**src/sv/normalized_image_convolution_macros.svh**
```systemverilog
// Assertion macros shared by the convolution RTL.
`ifndef NORMALIZED_IMAGE_CONVOLUTION_MACROS_SVH
`define NORMALIZED_IMAGE_CONVOLUTION_MACROS_SVH

// Check a condition at every clock edge outside reset.
`define NIC_ASSERT(label, expr) \
  label: assert property (@(posedge clk) disable iff (!rst_n) (expr)) \
    else $error("nic check failed");

// Check an implication at every clock edge outside reset.
`define NIC_ASSERT_NEXT(label, ante, cons) \
  label: assert property (@(posedge clk) disable iff (!rst_n) (ante) |=> (cons)) \
    else $error("nic check failed");

`endif

```
**src/sv/nic_pkg.sv**
```systemverilog
// Shared types and constants of the normalized convolution block.
package nic_pkg;

  localparam int LINE_DEPTH = 1024;
  localparam int LINE_AW    = $clog2(LINE_DEPTH);
  localparam int MAX_HEIGHT = 4096;
  localparam int ROW_W      = $clog2(MAX_HEIGHT);

  localparam int PIX_W   = 16;
  localparam int COEF_W  = 16;
  localparam int CROW_W  = 48;
  localparam int PROD_W  = 33;
  localparam int ACC_W   = 37;
  localparam int KSUM_W  = 20;
  localparam int DEN_W   = 20;
  localparam int QUO_W   = 37;

  localparam logic [3:0] MAC_LAST = 4'd9;
  localparam logic [5:0] DIV_LAST = 6'(QUO_W - 1);

  localparam logic [2:0] CFG_COEF_ABOVE  = 3'd0;
  localparam logic [2:0] CFG_COEF_CENTER = 3'd1;
  localparam logic [2:0] CFG_COEF_BELOW  = 3'd2;
  localparam logic [2:0] CFG_WIDTH       = 3'd3;
  localparam logic [2:0] CFG_HEIGHT      = 3'd4;

  typedef enum logic [2:0] {
    ST_IDLE, ST_READ, ST_UPD, ST_MAC, ST_PREP, ST_DIV, ST_FIN
  } state_t;

  typedef struct packed {
    logic       accept;
    logic       read;
    logic       update;
    logic       mac_clr;
    logic       mac_mul;
    logic       mac_acc;
    logic [3:0] tap;
    logic       prep;
    logic       div_step;
    logic       load_out;
  } cmd_t;

  typedef struct packed {
    logic emit_any;
    logic more;
    logic out_free;
  } sts_t;

endpackage

```
**src/sv/nic_ctrl.sv**
```systemverilog
// Sequencer of the normalized convolution block.
`include "normalized_image_convolution_macros.svh"

module nic_ctrl (
  input  logic          clk,
  input  logic          rst_n,
  input  logic          in_valid,
  output logic          in_ready,
  input  nic_pkg::sts_t sts,
  output nic_pkg::cmd_t cmd
);

  nic_pkg::state_t state_r, state_nxt;
  logic [3:0] tap_r, tap_nxt;
  logic [5:0] bit_r, bit_nxt;

  always_ff @(posedge clk) begin
    if (!rst_n) begin
      state_r <= nic_pkg::ST_IDLE;
      tap_r   <= '0;
      bit_r   <= '0;
    end else begin
      state_r <= state_nxt;
      tap_r   <= tap_nxt;
      bit_r   <= bit_nxt;
    end
  end

  always_comb begin
    state_nxt = state_r;
    tap_nxt   = tap_r;
    bit_nxt   = bit_r;
    cmd       = '0;
    cmd.tap   = tap_r;
    in_ready  = 1'b0;
    case (state_r)
      nic_pkg::ST_IDLE: begin
        in_ready = 1'b1;
        if (in_valid) begin
          cmd.accept = 1'b1;
          state_nxt  = nic_pkg::ST_READ;
        end
      end
      nic_pkg::ST_READ: begin
        cmd.read  = 1'b1;
        state_nxt = nic_pkg::ST_UPD;
      end
      nic_pkg::ST_UPD: begin
        cmd.update = 1'b1;
        tap_nxt    = '0;
        state_nxt  = sts.emit_any ? nic_pkg::ST_MAC : nic_pkg::ST_IDLE;
      end
      nic_pkg::ST_MAC: begin
        cmd.mac_clr = (tap_r == 4'd0);
        cmd.mac_mul = (tap_r != nic_pkg::MAC_LAST);
        cmd.mac_acc = (tap_r != 4'd0);
        if (tap_r == nic_pkg::MAC_LAST) begin
          state_nxt = nic_pkg::ST_PREP;
        end else begin
          tap_nxt = tap_r + 4'd1;
        end
      end
      nic_pkg::ST_PREP: begin
        cmd.prep  = 1'b1;
        bit_nxt   = '0;
        state_nxt = nic_pkg::ST_DIV;
      end
      nic_pkg::ST_DIV: begin
        cmd.div_step = 1'b1;
        bit_nxt      = bit_r + 6'd1;
        if (bit_r == nic_pkg::DIV_LAST) begin
          state_nxt = nic_pkg::ST_FIN;
        end
      end
      nic_pkg::ST_FIN: begin
        if (sts.out_free) begin
          cmd.load_out = 1'b1;
          tap_nxt      = '0;
          state_nxt    = sts.more ? nic_pkg::ST_MAC : nic_pkg::ST_IDLE;
        end
      end
      default: state_nxt = nic_pkg::ST_IDLE;
    endcase
  end

  `NIC_ASSERT_NEXT(a_fin_holds, state_r == nic_pkg::ST_FIN && !sts.out_free, state_r == nic_pkg::ST_FIN)
  `NIC_ASSERT_NEXT(a_no_emit_idle, state_r == nic_pkg::ST_UPD && !sts.emit_any, state_r == nic_pkg::ST_IDLE)
  `NIC_ASSERT_NEXT(a_div_len, state_r == nic_pkg::ST_PREP, bit_r == 6'd0 && state_r == nic_pkg::ST_DIV)

endmodule

```
**config.mk**
```make
export PLATFORM = sky130hd
export DESIGN_NAME = nic_ctrl
export DESIGN_NICKNAME = d
export VERILOG_FILES = /design/src/sv/nic_pkg.sv /design/src/sv/nic_ctrl.sv
export VERILOG_INCLUDE_DIRS = /design/src /design/src/sv
export SDC_FILE = /design/constraint.sdc
export NUM_CORES = 1
export LEC_CHECK = 0
export ABC_AREA = 1
export BUFFER_PORTS_ARGS = -buffer_cell sky130_fd_sc_hd__buf_4
export CORE_MARGIN = 4
export CORE_UTILIZATION = 56
export DETAILED_ROUTE_END_ITERATION = 7
export PLACE_DENSITY = 0.79
export SETUP_SLACK_MARGIN = 0.5
export SYNTH_ARGS = -nofsm -noshare
export SYNTH_HDL_FRONTEND = slang
export SYNTH_SLANG_ARGS = --single-unit
```
**constraint.sdc**
```tcl
create_clock -name clk -period 3.45 [get_ports clk]
set_input_delay 0.345 -clock clk [delete_from_list [all_inputs] [get_ports clk]]
set_output_delay 0.345 -clock clk [all_outputs]
set_load 0.02 [all_outputs]
```
==> reports/summary.txt <==
status: finished clean
hold path startpoint: rst_n
P&R area growth vs syn: 20.11%
startpoint types: register
DRT iter0 DRCs: 17
CTS clk-pin slew, worst paths: 0.08 ns
Leak: 0.0005371 µW
R2R cell count: 7
Reg2Reg Capture Point: tap_r[1]$_SDFFE_PN0P_
Slew @ Worst Pin: 0.3688 ns
yosys warns: 0
final wirelength: 1922 µm
crit path cell chain: nand2_2 -> nor2_4 -> nand2_2 -> inv_1 -> buf_4
Fin. Hold Viols: 0
gr ovfl total: 0
PwrDens: 739.7 nW/µm²
syn_nets: 147
port buffer count: 19
clk buf depth: 2
Layout fillers: 141
mapped cell area: 883.3 µm²
all-layer global routing usage: 19.10%
largest net degree at the start of global routing: 11
area of the core: 1506 µm²
antenna fix cells: 0
CP delay by family, top: flip-flops
initial antenna violation count: 0
Synth Area per Inst: 6.495 µm²
via/cell ratio: 5.110
clock root buffer: clkbuf_4
Seq cells post-synth: 13
Worst Skew: 0.004894 ns
post-synthesis cell type count: 20
Mapped Cells: 136
Setup Viol. Count Final: 0
crit-path max FO: 9
total of max-cap violations: 0
total CTS buffers: 3
worst hold path type: input port to register
minimum clock period after layout: 1.733 ns
final core utilization: 70.43%
WL/cell: 11.11 µm
Placer Congestion: 0.8762
clock latency on the worst-skew pair: 0.28 ns
cts hold-fix bufs: 0
Setup TNS Final: 0 ns
Worst VDD drop: 0.3599 mV
FF-to-FF setup slack: 2.05 ns
first-pass GRT wire length: 3070 µm
via count: 884
TritonCTS clock tree: yes
RSZ-0062 raised after global routing: no
Die Ht: 47.72 µm
Crit path largest cell delay: 0.50 ns
TritonRoute pass-1 iters: 4
final slew viol count: 0
period utilization: 50.22%
Fmax: 0.5772 GHz
buffer and inverter count on the worst path: 2
clock sinks: 13
share of layout cells above drive strength 1: 21.02%
WP data required: 3.11 ns
Initial Util: 58.64%
die area: 2277 µm²
register area share after synthesis: 29.46%
residual DRC count: 0
Arrival @ worst endpoint: 1.39 ns
hpwl dp: 1577 µm
WHS Endpoint: state_r[1]$_SDFFE_PN0P_
Crit Path Class: register to output pin
H-tree depth: 1
slowest stage cell on the critical path: dfxtp_1
layout net count: 169
CP most frequent cell: nand2_2
hold path depth: 3
FP Rows: 14
# resized after CTS: 0
vias in the first global route: 772
# IOs: 20
Crit. End Element: output pin
width of the die: 47.72 µm
DRT antenna net count: 0
Rel. slew slack: 75.38%
Critical R2R Launch: state_r[1]$_SDFFE_PN0P_
Setup Fix Bufs, Post-CTS: 0
registers in the layout (all words and copies together), names as in the netlist:
name,count
bit_r,6
tap_r,4
state_r,3
layout by cell type (no fill, tap or decap):
master | Yosys | final
nand3b_1 | 1 | 1
clkinv_2 | 0 | 1
o21ai_1 | 1 | 1
nor2_2 | 1 | 1
a21oi_4 | 1 | 1
nand3_1 | 12 | 12
nor2_4 | 2 | 2
nand2_1 | 25 | 25
nor3_1 | 2 | 2
nor2_8 | 1 | 1
a21oi_1 | 12 | 12
clkbuf_4 | 0 | 3
nand4_1 | 2 | 2
dfxtp_1 | 13 | 13
nand2_2 | 3 | 3
ha_1 | 5 | 5
o21ai_0 | 9 | 9
nor2_1 | 21 | 21
inv_4 | 2 | 2
buf_4 | 1 | 19
inv_1 | 21 | 21
power breakdown:
group          switching [µW]  leakage, µW  internal [µW]
combinational             283     0.000414            168
clock                    52.8    0.0000177           43.0
sequential               54.9     0.000106            183
total                     391     0.000537            394
worst min-delay path: cells and delay by family:
kind,cells,cell delay [ns]
AND/OR/NAND/NOR,2,0.10
buffers and inverters,1,0.15
layer usage:
| layer | global-route usage, % | wire length, µm | share of wire (%) |
|---|---|---|---|
| met1 | 23.02 | 865 | 45 |
| met2 | 32.19 | 927 | 48 |
| met3 | 4.511 | 118 | 6.1 |
| met4 | 8.065 | 10 | 0.52 |
| met5 | 0 | 0 | 0 |
worst max path at each step:
stage | cells after the start | to | startpoint | slack [ns]
floorplan | 5 | cmd[8] | tap_r[1]$_SDFFE_PN0P_ | 2.02
global placement | 5 | cmd[8] | state_r[1]$_SDFFE_PN0P_ | 2.08
detailed placement | 5 | cmd[8] | state_r[1]$_SDFFE_PN0P_ | 2.02
CTS | 5 | cmd[8] | state_r[1]$_SDFFE_PN0P_ | 1.71
global route | 5 | cmd[8] | state_r[1]$_SDFFE_PN0P_ | 1.62
finish | 5 | cmd[8] | state_r[1]$_SDFFE_PN0P_ | 1.72
cell usage after synthesis:
cell type,number,share of area (%)
a21oi_4,1,1.8
o21ai_0,9,5.1
nor3_1,2,1.1
nor2_8,1,2.3
a21oi_1,12,6.8
nand2_2,3,2.1
nor2_1,21,8.9
dfxtp_1,13,29
nand2_1,25,11
o21ai_1,1,0.57
nor2_4,2,2.5
nand3b_1,1,0.85
inv_1,21,8.9
nand4_1,2,1.4
nor2_2,1,0.71
ha_1,5,7.1
nand3_1,12,6.8
buf_4,1,0.85
inv_4,2,1.4
buf_2,1,0.57
layout make-up:
class / instances / area (µm²) / share of cell area, %
clock buffers: 3 / 22.52 / 2.123
clock inverters: 1 / 5.005 / 0.4717
inverters: 23 / 91.34 / 8.608
multi-input cells: 98 / 519.2 / 48.94
flip-flops and latches: 13 / 260.3 / 24.53
well taps: 16 / 20.02 / 1.887
repair buffers: 19 / 142.6 / 13.44
per-stage QoR:
stage / hold WS, ns / power, µW / setup WS (ns) / std cells / instance area, µm²
6_report: 0.3520 / 784.9 / 1.717 / 173 / 1061
2_1_floorplan: 0.4254 / 554.9 / 2.018 / 136 / 883.3
5_1_grt: 0.3559 / 852.2 / 1.616 / 173 / 1061
3_5_place_dp: 0.4511 / 695.5 / 2.025 / 169 / 1033
3_3_place_gp: 0.4348 / 681.7 / 2.079 / 169 / 1033
4_1_cts: 0.3443 / 791.3 / 1.715 / 173 / 1061
kinds of logic after synthesis:
| group | count (synthesis) | share of synthesized area (%) |
|---|---|---|
| flip-flops | 13 | 29.46 |
| adder cells (fa/ha/maj) | 5 | 7.082 |
| AO/OA/AOI/OAI | 23 | 14.31 |
| buffers and inverters | 25 | 11.76 |
| AND/OR/NAND/NOR | 70 | 37.40 |
No activity file was read; power rests on OpenSTA's default activity.
